**config.mk**
```make
export PLATFORM = sky130hd
export DESIGN_NAME = gamepad_axis_conditioner_top
export DESIGN_NICKNAME = d
export VERILOG_FILES = /design/src/gac_pkg.sv /design/src/gac_cfg.sv /design/src/gac_eval.sv /design/src/gamepad_axis_conditioner_top.sv
export SDC_FILE = /design/constraint.sdc
export NUM_CORES = 1
export LEC_CHECK = 0
export ABC_AREA = 1
export BUFFER_PORTS_ARGS = -buffer_cell sky130_fd_sc_hd__buf_4
export CAP_MARGIN = 10
export CORE_MARGIN = 5
export CORE_UTILIZATION = 52
export CTS_CLUSTER_DIAMETER = 120
export DETAILED_ROUTE_END_ITERATION = 10
export PLACE_DENSITY = 0.77
export SLEW_MARGIN = 10
export SYNTH_ARGS = -nofsm -noshare
export SYNTH_HDL_FRONTEND = slang
export SYNTH_SLANG_ARGS = --single-unit
```
**constraint.sdc**
```tcl
create_clock -name clk -period 16.6 [get_ports clk]
set_input_delay 3.32 -clock clk [delete_from_list [all_inputs] [get_ports clk]]
set_output_delay 3.32 -clock clk [all_outputs]
set_load 0.02 [all_outputs]
```
**src/gac_pkg.sv**
```systemverilog
`default_nettype none
package gac_pkg;

  localparam int AXIS_COUNT = 6;
  localparam int AXIS_W     = 3;
  localparam int SAMPLE_W   = 16;
  localparam int THR_W      = 15;
  localparam int KEY_W      = 6;
  localparam int ARROW_W    = 4;
  localparam int STICK_DZ_N = 4;
  localparam int REG_IDX_W  = 3;

  // axis codes
  localparam logic [AXIS_W-1:0] AX_SIDE  = 3'd0;
  localparam logic [AXIS_W-1:0] AX_FWD   = 3'd1;
  localparam logic [AXIS_W-1:0] AX_PITCH = 3'd2;
  localparam logic [AXIS_W-1:0] AX_YAW   = 3'd3;
  localparam logic [AXIS_W-1:0] AX_RT    = 3'd4;
  localparam logic [AXIS_W-1:0] AX_LT    = 3'd5;

  // key bit positions
  localparam int KEY_UP    = 0;
  localparam int KEY_DOWN  = 1;
  localparam int KEY_LEFT  = 2;
  localparam int KEY_RIGHT = 3;
  localparam int KEY_TRIG1 = 4;
  localparam int KEY_TRIG2 = 5;

  // register indexes
  localparam logic [REG_IDX_W-1:0] REG_LT_THR       = 3'd0;
  localparam logic [REG_IDX_W-1:0] REG_RT_THR       = 3'd1;
  localparam logic [REG_IDX_W-1:0] REG_SIDE_KEY_THR = 3'd2;
  localparam logic [REG_IDX_W-1:0] REG_FWD_KEY_THR  = 3'd3;
  localparam logic [REG_IDX_W-1:0] REG_SIDE_DZ      = 3'd4;
  localparam logic [REG_IDX_W-1:0] REG_FWD_DZ       = 3'd5;
  localparam logic [REG_IDX_W-1:0] REG_PITCH_DZ     = 3'd6;
  localparam logic [REG_IDX_W-1:0] REG_YAW_DZ       = 3'd7;

  localparam logic [THR_W-1:0] TRIG_THR_RESET = 15'd16384;
  localparam logic [THR_W-1:0] KEY_THR_RESET  = 15'd24576;
  localparam logic [THR_W-1:0] DZ_RESET       = 15'd4096;

  typedef struct packed {
    logic [AXIS_W-1:0]          axis;
    logic signed [SAMPLE_W-1:0] sample;
    logic                       menu_focus;
  } in_item_t;

  typedef struct packed {
    logic                       updated;
    logic signed [SAMPLE_W-1:0] filtered_value;
    logic [KEY_W-1:0]           key_press;
    logic [KEY_W-1:0]           key_release;
  } out_item_t;

  typedef struct packed {
    logic [THR_W-1:0]                 lt_thr;
    logic [THR_W-1:0]                 rt_thr;
    logic [THR_W-1:0]                 side_key_thr;
    logic [THR_W-1:0]                 fwd_key_thr;
    logic [STICK_DZ_N-1:0][THR_W-1:0] deadzone;
  } cfg_t;

endpackage
`default_nettype wire

```
**src/gac_cfg.sv**
```systemverilog
`default_nettype none
module gac_cfg
  import gac_pkg::*;
(
  input  wire logic                 clk,
  input  wire logic                 rst,
  input  wire logic                 cfg_wr_en,
  input  wire logic [REG_IDX_W-1:0] cfg_index,
  input  wire logic [THR_W-1:0]     cfg_data,
  output cfg_t                      cfg
);

  always_ff @(posedge clk) begin
    if (rst) begin
      cfg.lt_thr       <= TRIG_THR_RESET;
      cfg.rt_thr       <= TRIG_THR_RESET;
      cfg.side_key_thr <= KEY_THR_RESET;
      cfg.fwd_key_thr  <= KEY_THR_RESET;
      cfg.deadzone     <= {STICK_DZ_N{DZ_RESET}};
    end else if (cfg_wr_en) begin
      case (cfg_index)
        REG_LT_THR:       cfg.lt_thr       <= cfg_data;
        REG_RT_THR:       cfg.rt_thr       <= cfg_data;
        REG_SIDE_KEY_THR: cfg.side_key_thr <= cfg_data;
        REG_FWD_KEY_THR:  cfg.fwd_key_thr  <= cfg_data;
        REG_SIDE_DZ:      cfg.deadzone[0]  <= cfg_data;
        REG_FWD_DZ:       cfg.deadzone[1]  <= cfg_data;
        REG_PITCH_DZ:     cfg.deadzone[2]  <= cfg_data;
        REG_YAW_DZ:       cfg.deadzone[3]  <= cfg_data;
        default: ;
      endcase
    end
  end

endmodule
`default_nettype wire

```
**src/gac_eval.sv**
```systemverilog
`default_nettype none
module gac_eval
  import gac_pkg::*;
(
  input  wire logic     clk,
  input  wire logic     rst,
  input  wire logic     fire,
  input  wire in_item_t item,
  input  wire cfg_t     cfg,
  output out_item_t     result
);

  logic signed [SAMPLE_W-1:0] cur [AXIS_COUNT];
  logic signed [SAMPLE_W-1:0] prev_side;
  logic signed [SAMPLE_W-1:0] prev_fwd;
  logic [ARROW_W-1:0]         arrows_down;

  logic                       valid_ax;
  logic                       is_trig;
  logic                       is_rt;
  logic                       upd;
  logic signed [SAMPLE_W-1:0] cur_sel;
  logic signed [SAMPLE_W-1:0] new_val;
  logic signed [SAMPLE_W:0]   v_ext;
  logic signed [SAMPLE_W:0]   old_ext;
  logic signed [SAMPLE_W:0]   trig_thr;
  logic signed [SAMPLE_W:0]   dz;
  logic                       in_dz;
  logic signed [SAMPLE_W-1:0] side_cur_n;
  logic signed [SAMPLE_W-1:0] side_prev_n;
  logic signed [SAMPLE_W-1:0] fwd_cur_n;
  logic signed [SAMPLE_W-1:0] fwd_prev_n;
  logic [1:0]                 side_dir;
  logic [1:0]                 fwd_dir;
  logic [ARROW_W-1:0]         hat;
  logic                       arrow_eval;
  logic [ARROW_W-1:0]         arrows_next;
  logic [KEY_W-1:0]           press;
  logic [KEY_W-1:0]           release_bits;

  // {positive crossing, negative crossing}
  function automatic logic [1:0] hat_dir(logic signed [SAMPLE_W-1:0] c,
                                         logic signed [SAMPLE_W-1:0] p,
                                         logic [THR_W-1:0] thr);
    logic signed [SAMPLE_W:0] ce;
    logic signed [SAMPLE_W:0] pe;
    logic signed [SAMPLE_W:0] te;
    ce = {c[SAMPLE_W-1], c};
    pe = {p[SAMPLE_W-1], p};
    te = $signed({2'b00, thr});
    if (ce > te && pe <= te) begin
      hat_dir = 2'b10;
    end else if (ce < -te && pe >= -te) begin
      hat_dir = 2'b01;
    end else begin
      hat_dir = 2'b00;
    end
  endfunction

  always_comb begin
    valid_ax = (item.axis < AXIS_W'(AXIS_COUNT));
    is_trig  = (item.axis == AX_RT) || (item.axis == AX_LT);
    is_rt    = (item.axis == AX_RT);

    cur_sel = '0;
    for (int i = 0; i < AXIS_COUNT; i++) begin
      if (item.axis == AXIS_W'(i)) begin
        cur_sel = cur[i];
      end
    end

    upd      = valid_ax && (item.sample != cur_sel);
    v_ext    = {item.sample[SAMPLE_W-1], item.sample};
    old_ext  = {cur_sel[SAMPLE_W-1], cur_sel};
    trig_thr = $signed({2'b00, (is_rt ? cfg.rt_thr : cfg.lt_thr)});
    dz       = $signed({2'b00, cfg.deadzone[item.axis[1:0]]});
    in_dz    = (v_ext < dz) && (v_ext > -dz);
    new_val  = (!is_trig && in_dz) ? '0 : item.sample;

    press        = '0;
    release_bits = '0;
    if (upd && is_trig) begin
      if (v_ext > trig_thr && old_ext <= trig_thr) begin
        press[is_rt ? KEY_TRIG2 : KEY_TRIG1] = 1'b1;
      end else if (v_ext < trig_thr && old_ext >= trig_thr) begin
        release_bits[is_rt ? KEY_TRIG2 : KEY_TRIG1] = 1'b1;
      end
    end

    // both sticks seen as they stand after this update
    side_cur_n  = (item.axis == AX_SIDE) ? new_val : cur[AX_SIDE];
    side_prev_n = (item.axis == AX_SIDE) ? cur[AX_SIDE] : prev_side;
    fwd_cur_n   = (item.axis == AX_FWD) ? new_val : cur[AX_FWD];
    fwd_prev_n  = (item.axis == AX_FWD) ? cur[AX_FWD] : prev_fwd;
    side_dir    = hat_dir(side_cur_n, side_prev_n, cfg.side_key_thr);
    fwd_dir     = hat_dir(fwd_cur_n, fwd_prev_n, cfg.fwd_key_thr);

    hat            = '0;
    hat[KEY_LEFT]  = side_dir[0];
    hat[KEY_RIGHT] = side_dir[1];
    hat[KEY_UP]    = fwd_dir[0];
    hat[KEY_DOWN]  = fwd_dir[1];

    arrow_eval  = upd && item.menu_focus &&
                  ((item.axis == AX_SIDE) || (item.axis == AX_FWD));
    arrows_next = arrows_down;
    if (arrow_eval) begin
      press[ARROW_W-1:0]        = hat & ~arrows_down;
      release_bits[ARROW_W-1:0] = ~hat & arrows_down;
      arrows_next               = hat;
    end

    result.updated        = upd;
    result.filtered_value = !valid_ax ? '0 : (upd ? new_val : cur_sel);
    result.key_press      = press;
    result.key_release    = release_bits;
  end

  always_ff @(posedge clk) begin
    if (rst) begin
      for (int i = 0; i < AXIS_COUNT; i++) begin
        cur[i] <= '0;
      end
      prev_side   <= '0;
      prev_fwd    <= '0;
      arrows_down <= '0;
    end else if (fire) begin
      arrows_down <= arrows_next;
      if (upd) begin
        for (int i = 0; i < AXIS_COUNT; i++) begin
          if (item.axis == AXIS_W'(i)) begin
            cur[i] <= new_val;
          end
        end
        if (item.axis == AX_SIDE) begin
          prev_side <= cur_sel;
        end
        if (item.axis == AX_FWD) begin
          prev_fwd <= cur_sel;
        end
      end
    end
  end

`ifndef NO_ASSERTIONS
  a_press_release_disjoint: assert property (@(posedge clk) disable iff (rst)
    fire |-> ((result.key_press & result.key_release) == '0))
    else $error("key pressed and released in one transaction");

  a_no_keys_without_update: assert property (@(posedge clk) disable iff (rst)
    (fire && !result.updated) |-> (result.key_press == '0 && result.key_release == '0))
    else $error("key event on a transaction that was not an update");

  a_arrows_hold_when_idle: assert property (@(posedge clk) disable iff (rst)
    !fire |=> $stable(arrows_down))
    else $error("arrow key state changed without a transaction");

  a_arrow_press_was_up: assert property (@(posedge clk) disable iff (rst)
    fire |-> ((result.key_press[ARROW_W-1:0] & arrows_down) == '0))
    else $error("arrow key pressed while already down");
`endif

endmodule
`default_nettype wire

```
**src/gamepad_axis_conditioner_top.sv**
```systemverilog
`default_nettype none
// Gamepad axis conditioner.
// Sample channel (sample_valid / sample_stall / sample_data) carries one axis
// sample per transaction; result channel (result_valid / result_stall /
// result_data) returns exactly one result per sample, in order.
// A transaction completes on a rising edge with valid high and stall low.
// A sample is taken into the input register and evaluated into the result
// register. Throughput: one sample per cycle while the result does not stall,
// set by the single evaluate-and-update pass between the two registers, where
// all per-axis state is read and written in the same cycle.
// When the receiver stalls, the result register holds; the input register
// still takes one more sample, then sample_stall rises until the result moves.
// Configuration registers are written through cfg_wr_en / cfg_index /
// cfg_data. The user must write only while no sample is in flight (unenforced).
// Synchronous reset clears stored axis values, the arrow-key state and both
// pipeline valid flags, and returns the configuration registers to defaults.
module gamepad_axis_conditioner_top
  import gac_pkg::*;
(
  input  wire logic                 clk,
  input  wire logic                 rst,
  input  wire logic                 sample_valid,
  output      logic                 sample_stall,
  input  wire in_item_t             sample_data,
  output      logic                 result_valid,
  input  wire logic                 result_stall,
  output out_item_t                 result_data,
  input  wire logic                 cfg_wr_en,
  input  wire logic [REG_IDX_W-1:0] cfg_index,
  input  wire logic [THR_W-1:0]     cfg_data
);

  cfg_t      cfg;
  in_item_t  in_item;
  logic      in_vld;
  logic      advance;
  logic      fire;
  logic      take;
  out_item_t eval_result;

  assign advance      = !result_valid || !result_stall;
  assign fire         = in_vld && advance;
  assign sample_stall = in_vld && !advance;
  assign take         = sample_valid && !sample_stall;

  always_ff @(posedge clk) begin
    if (rst) begin
      in_vld <= 1'b0;
    end else if (take) begin
      in_vld <= 1'b1;
    end else if (advance) begin
      in_vld <= 1'b0;
    end
  end

  always_ff @(posedge clk) begin
    if (take) begin
      in_item <= sample_data;
    end
  end

  always_ff @(posedge clk) begin
    if (rst) begin
      result_valid <= 1'b0;
    end else if (advance) begin
      result_valid <= in_vld;
    end
  end

  always_ff @(posedge clk) begin
    if (fire) begin
      result_data <= eval_result;
    end
  end

  gac_cfg u_cfg (
    .clk       (clk),
    .rst       (rst),
    .cfg_wr_en (cfg_wr_en),
    .cfg_index (cfg_index),
    .cfg_data  (cfg_data),
    .cfg       (cfg)
  );

  gac_eval u_eval (
    .clk    (clk),
    .rst    (rst),
    .fire   (fire),
    .item   (in_item),
    .cfg    (cfg),
    .result (eval_result)
  );

`ifndef NO_ASSERTIONS
  a_input_held_on_stall: assert property (@(posedge clk) disable iff (rst)
    (in_vld && !advance) |=> in_vld)
    else $error("pending transaction dropped from input register");

  a_result_follows_fire: assert property (@(posedge clk) disable iff (rst)
    fire |=> result_valid)
    else $error("evaluated transaction did not reach result register");

  a_result_held_on_stall: assert property (@(posedge clk) disable iff (rst)
    (result_valid && result_stall) |=> (result_valid && $stable(result_data)))
    else $error("stalled result transaction changed");
`endif

endmodule
`default_nettype wire

```
[Word level (Yosys, flattened, before mapping)]
Memory sizes are Yosys's and may differ from the RTL's.
Index checks and enable logic that the tools add are counted.
Word-level totals
  register bits: 207
  memories kept: 1
  output and inout port bits: 31
  input port bits: 43
  memory bits (writable): 96
Operators by class
  magnitude comparators: 18
  multiplexer cells: 69
  bitwise operators: 12
  reduce and logical (&&, ||, !) cells: 40
  add/subtract/negate cells: 3
  equal/unequal tests: 13
Memories
  u_eval.cur: words 6, bits a word 16, rd ports 6, clocked after memory_dff 0, wr ports 6, RTL line gac_eval.sv:13  | logic signed [SAMPLE_W-1:0] cur [AXIS_COUNT];
Operators with widths (number)
  2-to-1 mux 16 bit: 18
  negation 15 -> 17 bit: 3
  greater-than comparator 16 bit: 3
  less-or-equal comparator 16 bit: 3
  2-to-1 mux 1 bit: 38
  greater-or-equal comparator 16 x 17 -> 1 bit: 2
  < comparator 16 x 17 -> 1 bit: 2
  greater-or-equal comparator 32 x 1 -> 1 bit, second input constant: 1
  < comparator 16 bit: 2
  < comparator 32 x 5 -> 1 bit, second input constant: 1
  binary-select mux 15 bit (select 2 bit): 1
  2-to-1 mux 15 bit: 2
  2-to-1 mux 4 bit: 7
  AND reduction 2 bit: 10
  == test 3 bit, second input constant: 6
  greater-than comparator 16 x 17 -> 1 bit: 1
  greater-or-equal comparator 16 bit: 1
  logical AND 1 bit: 16
  inequality test 16 bit: 1
  == test 3 x 2 -> 1 bit, second input constant: 4
  bitwise AND 4 bit: 2
  inverter 4 bit: 2
  == test 3 x 1 -> 1 bit, second input constant: 2
  zero test 3 bit: 2
  11 further kinds: 25

[Longest topological paths before layout]
Gate-level depths: netlist of the first run.
  depth after elaboration: 15
  mapped depth: 48
  depth with buffers taken out: 46

[Cells and area by module]
A second synthesis of the first run with hierarchy kept.
Unflattened totals
  cells, all modules: 2452
  area, all modules: 18980.7 um^2
Modules (own cells, without submodules)
  gac_eval: cells an instance 1715, area each 12642.1 um^2, times used 1
  gac_cfg: cells an instance 676, area each 4775.8 um^2, times used 1
  gamepad_axis_conditioner_top: cells an instance 61, area each 1562.7 um^2, times used 1

[Worst setup path before layout of the first run]
Ideal clock, no wire load.
  path type: in2out
  start: input result_stall
  end: output sample_stall
  cell stages on the path: 2
  data arrival time: 3712 ps
  path buffers: 0
  path slack: 9568 ps
  cells stage by stage: nand2_1 nor2_1
On the way
  longest elaborated chain between the ends: 4
RTL lines
  start: declaration: RTL line gamepad_axis_conditioner_top.sv:26  | input wire logic result_stall,
  zero test 1 bit: RTL line gamepad_axis_conditioner_top.sv:41  | assign advance = !result_valid || !result_stall;
  logical OR 1 bit: RTL line gamepad_axis_conditioner_top.sv:41
  zero test 1 bit: RTL line gamepad_axis_conditioner_top.sv:43  | assign sample_stall = in_vld && !advance;
  logical AND 1 bit: RTL line gamepad_axis_conditioner_top.sv:43
  end: declaration: RTL line gamepad_axis_conditioner_top.sv:23  | output logic sample_stall,
Every way passes these cells.

[Worst setup path after layout of the first run]
  start: register in_item[17] (netlist name)
  end: register result_data[8] (netlist name) (data pin)
On the way
  longest elaborated chain between the ends: 14
RTL lines
  start: declaration: RTL line gamepad_axis_conditioner_top.sv:34  | in_item_t in_item;
  start signal: assignment: RTL line gamepad_axis_conditioner_top.sv:58  | in_item <= sample_data;
  binary-select mux 15 bit (select 2 bit): RTL line gac_eval.sv:76  | dz = $signed({2'b00, cfg.deadzone[item.axis[1:0]]});
  2-to-1 mux 15 bit (implied by the code): RTL line gac_eval.sv:76
  negation 15 -> 17 bit: RTL line gac_eval.sv:77  | in_dz = (v_ext < dz) && (v_ext > -dz);
  greater-than comparator 16 x 17 -> 1 bit: RTL line gac_eval.sv:77
  logical AND 1 bit: RTL line gac_eval.sv:77
  logical AND 1 bit: RTL line gac_eval.sv:78  | new_val = (!is_trig && in_dz) ? '0 : item.sample;
  2-to-1 mux 16 bit: RTL line gac_eval.sv:78
  2-to-1 mux 16 bit: RTL line gac_eval.sv:91  | side_cur_n = (item.axis == AX_SIDE) ? new_val : cur[AX_SIDE];
  < comparator 16 x 17 -> 1 bit: RTL line gac_eval.sv:53  | end else if (ce < -te && pe >= -te) begin
  logical AND 1 bit: RTL line gac_eval.sv:53
  2-to-1 mux 1 bit: RTL line gac_eval.sv:53
  2-to-1 mux 2 bit: RTL line gac_eval.sv:51  | if (ce > te && pe <= te) begin
  bitwise AND 4 bit: RTL line gac_eval.sv:108  | press[ARROW_W-1:0] = hat & ~arrows_down;
  2-to-1 mux 4 bit (*): RTL line gac_eval.sv:107  | if (arrow_eval) begin
  end signal: assignment: RTL line gamepad_axis_conditioner_top.sv:72  | result_data <= eval_result;
  end: declaration: RTL line gamepad_axis_conditioner_top.sv:27  | output out_item_t result_data,
Mark *: on every way between the ends. The rest lies on a longest branch, timed or not. The select of a mux whose other input is x is not followed.
A chain may end at the register's enable or synchronous reset.

==> run summary, run 1 <==
Clock Pin Slew Worst Setup and Hold Paths = 0.06 ns
combinational power share = 19.2%
average size of a mapped cell = 7.79 µm²
Total GRT Usage = 29.8%
antenna viol nets, final = 0
TNS Setup = 0 ns
Mapped Cells = 2369
Final Hold Fails = 0
Seq pwr share = 42.4%
number of global-route vias before repair = 16000
YS warnings = 0
hold_buf cts = 0
R2R Path Start = in_item[17]
ranking of synthesized cells by area = edfxtp_1 24%, dfxtp_1 17%, ha_1 13%
run status = completed
fmax = 134 MHz
overall routed net length = 60000 µm
Area Growth Syn to Fin = 10.2%
most common cell in the netlist = nand2_1
max_cap viols = 0
die area = 39300 µm²
Crit Reg-Reg Endpoint = result_data[8]
clk_lat worst skew = 0.55 ns
Post-Syn Area = 18400 µm²
WP data arrival = 7.75 ns
Reg2Reg Setup Slack = 9.12 ns
Worst-Margin Slew = 1.25 ns
postcts setup bufs = 0
Initial Utilization = 52.2%
Worst path slowest cell = edfxtp_1
RSZ-0062 raised after global routing = false
DR vias = 17000
largest net degree at the start of global routing = 106
initial drt markers = 2174
CTS max path bufs = 3
internal power = 1.36 mW
period utilisation layout = 45.1%
ys flop type = dfxtp_1
Hold Path Class = reg -> reg
CP dominant cell by count = nand2_1
fillcell total = 3097
Power Density = 97.1 nW/µm²
final slew viol count = 0
Antenna Cells = 0
post-synthesis sequential area ratio = 40.7%
Die X = 198 µm
WS Path Type = reg -> reg
Net Switching = 0.614 mW
post-synth top area share = 23.6%
RD Place Congestion = 1.02
Synth top cells by count = 489 x nand2_1, 408 x nor2_1, 216 x o21ai_0
Unique masters post-synth = 52
Final Setup Violations = 0
placed standard-cell area = 19200 µm²
fin area = 20300 µm²
register area = 7520 µm²
total gr overflow = 0
fin crit period = 7.48 ns
hold_sp = u_cfg.cfg[18]
Slew headroom = 16.2%
initial antenna violation count = 0
I/O Buffers = 73
Setup Skew = 0.0234 ns
max incr delay on CP = 0.92 ns
Sink Count = 303
fraction of layout cells with a size suffix above 1 = 7.33%
Post-Syn Nets = 2600
Max FO, Critical Path = 22
Peak supply drop = 0.0929 mV
nature of the critical path endpoint = flip-flop
met3 GRT Util = 6.09%
row count = 69
M2 GR Usage = 47.6%
hold path depth = 2
area occupied by multi-input gates = 9680 µm²
htree depth = 2
post-synthesis register bit count = 303
Post-DP HPWL = 43600 µm
worst hold path endpoint = u_cfg.cfg[18]
WP data required = 16.87 ns
Final Net Count = 2632
Place WS = 9.40 ns
core area = 35300 µm²
Via density = 5.89
busiest layer in global routing = met2
CTS tree = yes
switching fraction of total power = 31.1%
first-pass GRT wire length = 90500 µm
drt wl/cell = 20.8 µm
Synth area leader = edfxtp_1
EDFF count, synth = 145
Die Y = 198 µm
Ports = 74
CTS buffer count = 35
Clk pwr share = 38.4%
LEAKAGE = 9.48 nW
DRT Pass-1 Iters = 6
# DRC = 0
Async SR Flop Fraction = 0%
CTS-repair resized insts = 0
Root Buffer = clkbuf_16
final core utilization = 57.6%
Setup WS post-layout = 9.12 ns
reg2reg path depth = 35
Worst setup SP type = flip-flop
grt met1 use = 38.4%
cell type report:
type | count | area share [%]
clock inverters | 19 | 0.849
clock buffers | 45 | 4.54
inverters | 215 | 4.02
multi-input cells | 1761 | 47.6
flip-flops and latches | 303 | 37.0
well taps | 461 | 2.84
repair buffers | 85 | 3.14
cell usage in the layout, fill, tap and decap left out, types with 14 or more instances in the layout:
master	n
xor2_1	33
nand4_1	54
ha_1	188
nor2_1	408
a21oi_1	109
nand3_1	126
buf_4	85
nand2_1	489
dfxtp_1	158
o21ai_0	216
inv_1	208
edfxtp_1	145
nor3_1	36
clkbuf_16	35
mux2i_1	14
routing by layer:
| layer | share of wire, % | wire length (µm) |
|---|---|---|
| met3 | 11 | 6310 |
| met2 | 45 | 26800 |
| met5 | 0 | 0 |
| met4 | 6.3 | 3780 |
| met1 | 39 | 23100 |
power by group through the flow:
stage / Sequential [mW] / Combinational, mW / Clock (mW)
finish: 0.836 / 0.379 / 0.758
floorplan: 0.847 / 0.245 / 0
detailed placement: 0.851 / 0.367 / 0
global placement: 0.850 / 0.357 / 0
global route: 0.839 / 0.420 / 0.787
CTS: 0.835 / 0.369 / 0.758
cell families (layout without fill, tap and decap cells):
| group | count (synthesis) | count (layout) | share of synthesized area [%] |
|---|---|---|---|
| AO/OA/AOI/OAI | 368 | 368 | 10.7 |
| XOR/XNOR | 34 | 34 | 1.61 |
| adder cells (fa/ha/maj) | 188 | 188 | 12.8 |
| buffers and inverters | 305 | 364 | 6.78 |
| flip-flops | 303 | 303 | 40.7 |
| multiplexers | 14 | 14 | 0.760 |
| AND/OR/NAND/NOR | 1157 | 1157 | 26.7 |
flip-flops by register name, summed over array words and instances (netlist names):
| signal | flops |
|---|---|
| u_cfg.cfg | 120 |
| u_eval.cur | 96 |
| result_data | 29 |
| in_item | 20 |
| u_eval.prev_fwd | 16 |
| u_eval.prev_side | 16 |
| u_eval.arrows_down | 4 |
| in_vld | 1 |
| result_valid | 1 |
worst max-delay path, delay by kind of cell, from the launching register on:
family | cells | cell delay, ns
adders and majority gates | 3 | 1.08
AOI/OAI and AO/OA | 4 | 1.06
buffers and inverters | 1 | 0.17
and+or+nand+nor | 27 | 3.97
DFF | 1 | 0.92
worst max-delay path by stage:
stage / startpoint / to / depth (start not counted)
after detailed placement: in_item[17] / result_data[8] / 39
after CTS: in_item[17] / result_data[8] / 39
final: in_item[17] / result_data[8] / 35
after global routing: in_item[17] / result_data[8] / 39
after floorplan: result_stall / sample_stall / 2
after global placement: result_stall / sample_stall / 4
metrics by stage:
stage / total power, mW / std cells / hold slack, ns
after floorplan: 1.09 / 2369 / 0.425
after global placement: 1.21 / 2825 / 0.434
after detailed placement: 1.22 / 2825 / 0.444
after CTS: 1.96 / 2889 / 0.455
after global routing: 2.05 / 2889 / 0.479
final: 1.97 / 2889 / 0.455
(Power assumes the default switching activity.)
==> run 2: changes to the inputs <==
Clock period 16.6 ns to 7.4 ns, I/O delays scaled along.
==> run summary, run 2 (synthesis results as in run 1) <==
run status = completed
CTS buffer count = 36
Hold Path Class = reg -> reg
drt wl/cell = 21.2 µm
# DRC = 0
commonest non-fill, non-tap cell in the layout = nand2_1
CTS tree = yes
Clock Pin Slew Worst Setup and Hold Paths = 0.06 ns
final slew viol count = 0
biggest regs = u_cfg.cfg: 120 flops, u_eval.cur: 96 flops, result_data: 29 flops
TNS Setup = 0 ns
Reg2Reg Setup Slack = 0.33 ns
Hold Slack = 0.454 ns
Setup WS post-layout = 0.331 ns
largest net degree at the start of global routing = 99
Worst-Margin Slew = 0.975 ns
Final Net Count = 2639
Initial Utilization = 52.2%
Worst path slowest cell = edfxtp_1
Total GRT Usage = 30.7%
Die Y = 198 µm
row count = 69
fmax = 141 MHz
I/O Buffers = 73
initial antenna violation count = 1
first-pass GRT wire length = 92200 µm
Via density = 5.92
CP dominant cell by count = nand2_1
fillcell total = 3229
Power Density = 219 nW/µm²
Antenna Cells = 0
Root Buffer = clkbuf_16
WP data arrival = 7.34 ns
Final Setup Violations = 0
Area Growth Syn to Fin = 10.7%
max_cap viols = 0
WP data required = 7.67 ns
initial drt markers = 1849
total gr overflow = 0
Most flops, register = u_cfg.cfg
WS Path Type = reg -> reg
clk_lat worst skew = 0.55 ns
Ports = 74
max FFs per register = 120
nature of the critical path endpoint = flip-flop
period utilisation layout = 95.5%
Net Switching = 1.37 mW
most frequent cells in the layout = 484 x nand2_1, 408 x nor2_1, 213 x o21ai_0
internal power = 3.09 mW
switching fraction of total power = 30.8%
Worst setup SP type = flip-flop
Slew headroom = 34.8%
Final Hold Fails = 0
Max FO, Critical Path = 15
max incr delay on CP = 0.55 ns
Place WS = 0.532 ns
Design Power = 4.46 mW
antenna viol nets, final = 0
overall routed net length = 61300 µm
LEAKAGE = 9.51 nW
RSZ-0062 raised after global routing = true
htree depth = 2
die area = 39300 µm²
Clk pwr share = 38.7%
Setup Skew = 0.0292 ns
Post-DP HPWL = 44800 µm
RD Place Congestion = 1.01
core area = 35300 µm²
CTS max path bufs = 3
fin crit period = 7.07 ns
Seq pwr share = 42.0%
Sink Count = 303
DR vias = 17100
Die X = 198 µm
number of global-route vias before repair = 16000
fraction of layout cells with a size suffix above 1 = 7.52%
Peak supply drop = 0.222 mV
DRT Pass-1 Iters = 6
combinational power share = 19.3%
-- run 2: cell types whose count changed in the layout (fill, tap and decap cells not counted), sizes merged --
| cell | before | now |
|---|---|---|
| buf | 85 | 91 |
| inv | 217 | 216 |
| clkbuf | 45 | 47 |
| clkinv | 14 | 13 |
-- run 2: what timing repair did --
item	4_1_cts	5_1_grt
resized for setup	0	8
setup endpoints to repair	0	6
setup buffers	0	0
hold buffers	0	0
-- run 2: final cells by class --
class	count	area, µm²	area share, %
Sequential cell	303	7520	36.8
Multi-Input combinational cell	1761	9690	47.5
Tap cell	461	577	2.83
Inverter	215	817	4.00
Clock buffer	47	972	4.76
Timing Repair Buffer	91	683	3.35
Clock inverter	17	154	0.754
-- run 2: worst max-delay path, delay by kind of cell (launching register included) --
| family | cells | cell delay, ns |
|---|---|---|
| and+or+nand+nor | 24 | 4.00 |
| buffers and inverters | 2 | 0.32 |
| AOI/OAI and AO/OA | 3 | 0.95 |
| DFF | 1 | 0.55 |
| adders and majority gates | 3 | 0.94 |
-- run 2: worst paths after layout --
kind,start,end,cells after the start
worst min register to register,u_cfg.cfg[18],u_cfg.cfg[18],2
worst max-delay path,in_item[18],result_data[2],32
worst min-delay path,u_cfg.cfg[18],u_cfg.cfg[18],2
worst max register to register,in_item[18],result_data[2],32
-- run 2: power by group through the flow --
stage                     Sequential, mW  Clock, mW  Combinational, mW
after floorplan                     1.90          0              0.549
after global placement              1.91          0              0.818
after detailed placement            1.91          0              0.835
after CTS                           1.87       1.74              0.840
after global routing                1.88       1.80              0.952
final                               1.87       1.73              0.862
-- run 2: routing by layer --
| metal | routed length (µm) | share of wire [%] | track usage (%) | vias up |
|---|---|---|---|---|
| met5 | 0 | 0 | 0 | - |
| met4 | 4030 | 6.6 | 17.0 | 0 |
| met3 | 5820 | 9.5 | 5.43 | 203 |
| met2 | 27600 | 45 | 49.0 | 946 |
| met1 | 23900 | 39 | 39.6 | 7959 |
| li1 | - | - | - | 8030 |
-- run 2: stage by stage --
stage | area [µm²] | util [%] | std cells
6_report | 20400 | 57.8 | 2895
5_1_grt | 20400 | 57.8 | 2895
4_1_cts | 20400 | 57.8 | 2895
3_5_place_dp | 19300 | 54.6 | 2831
3_3_place_gp | 19300 | 54.6 | 2831
2_1_floorplan | 18400 | - | 2369
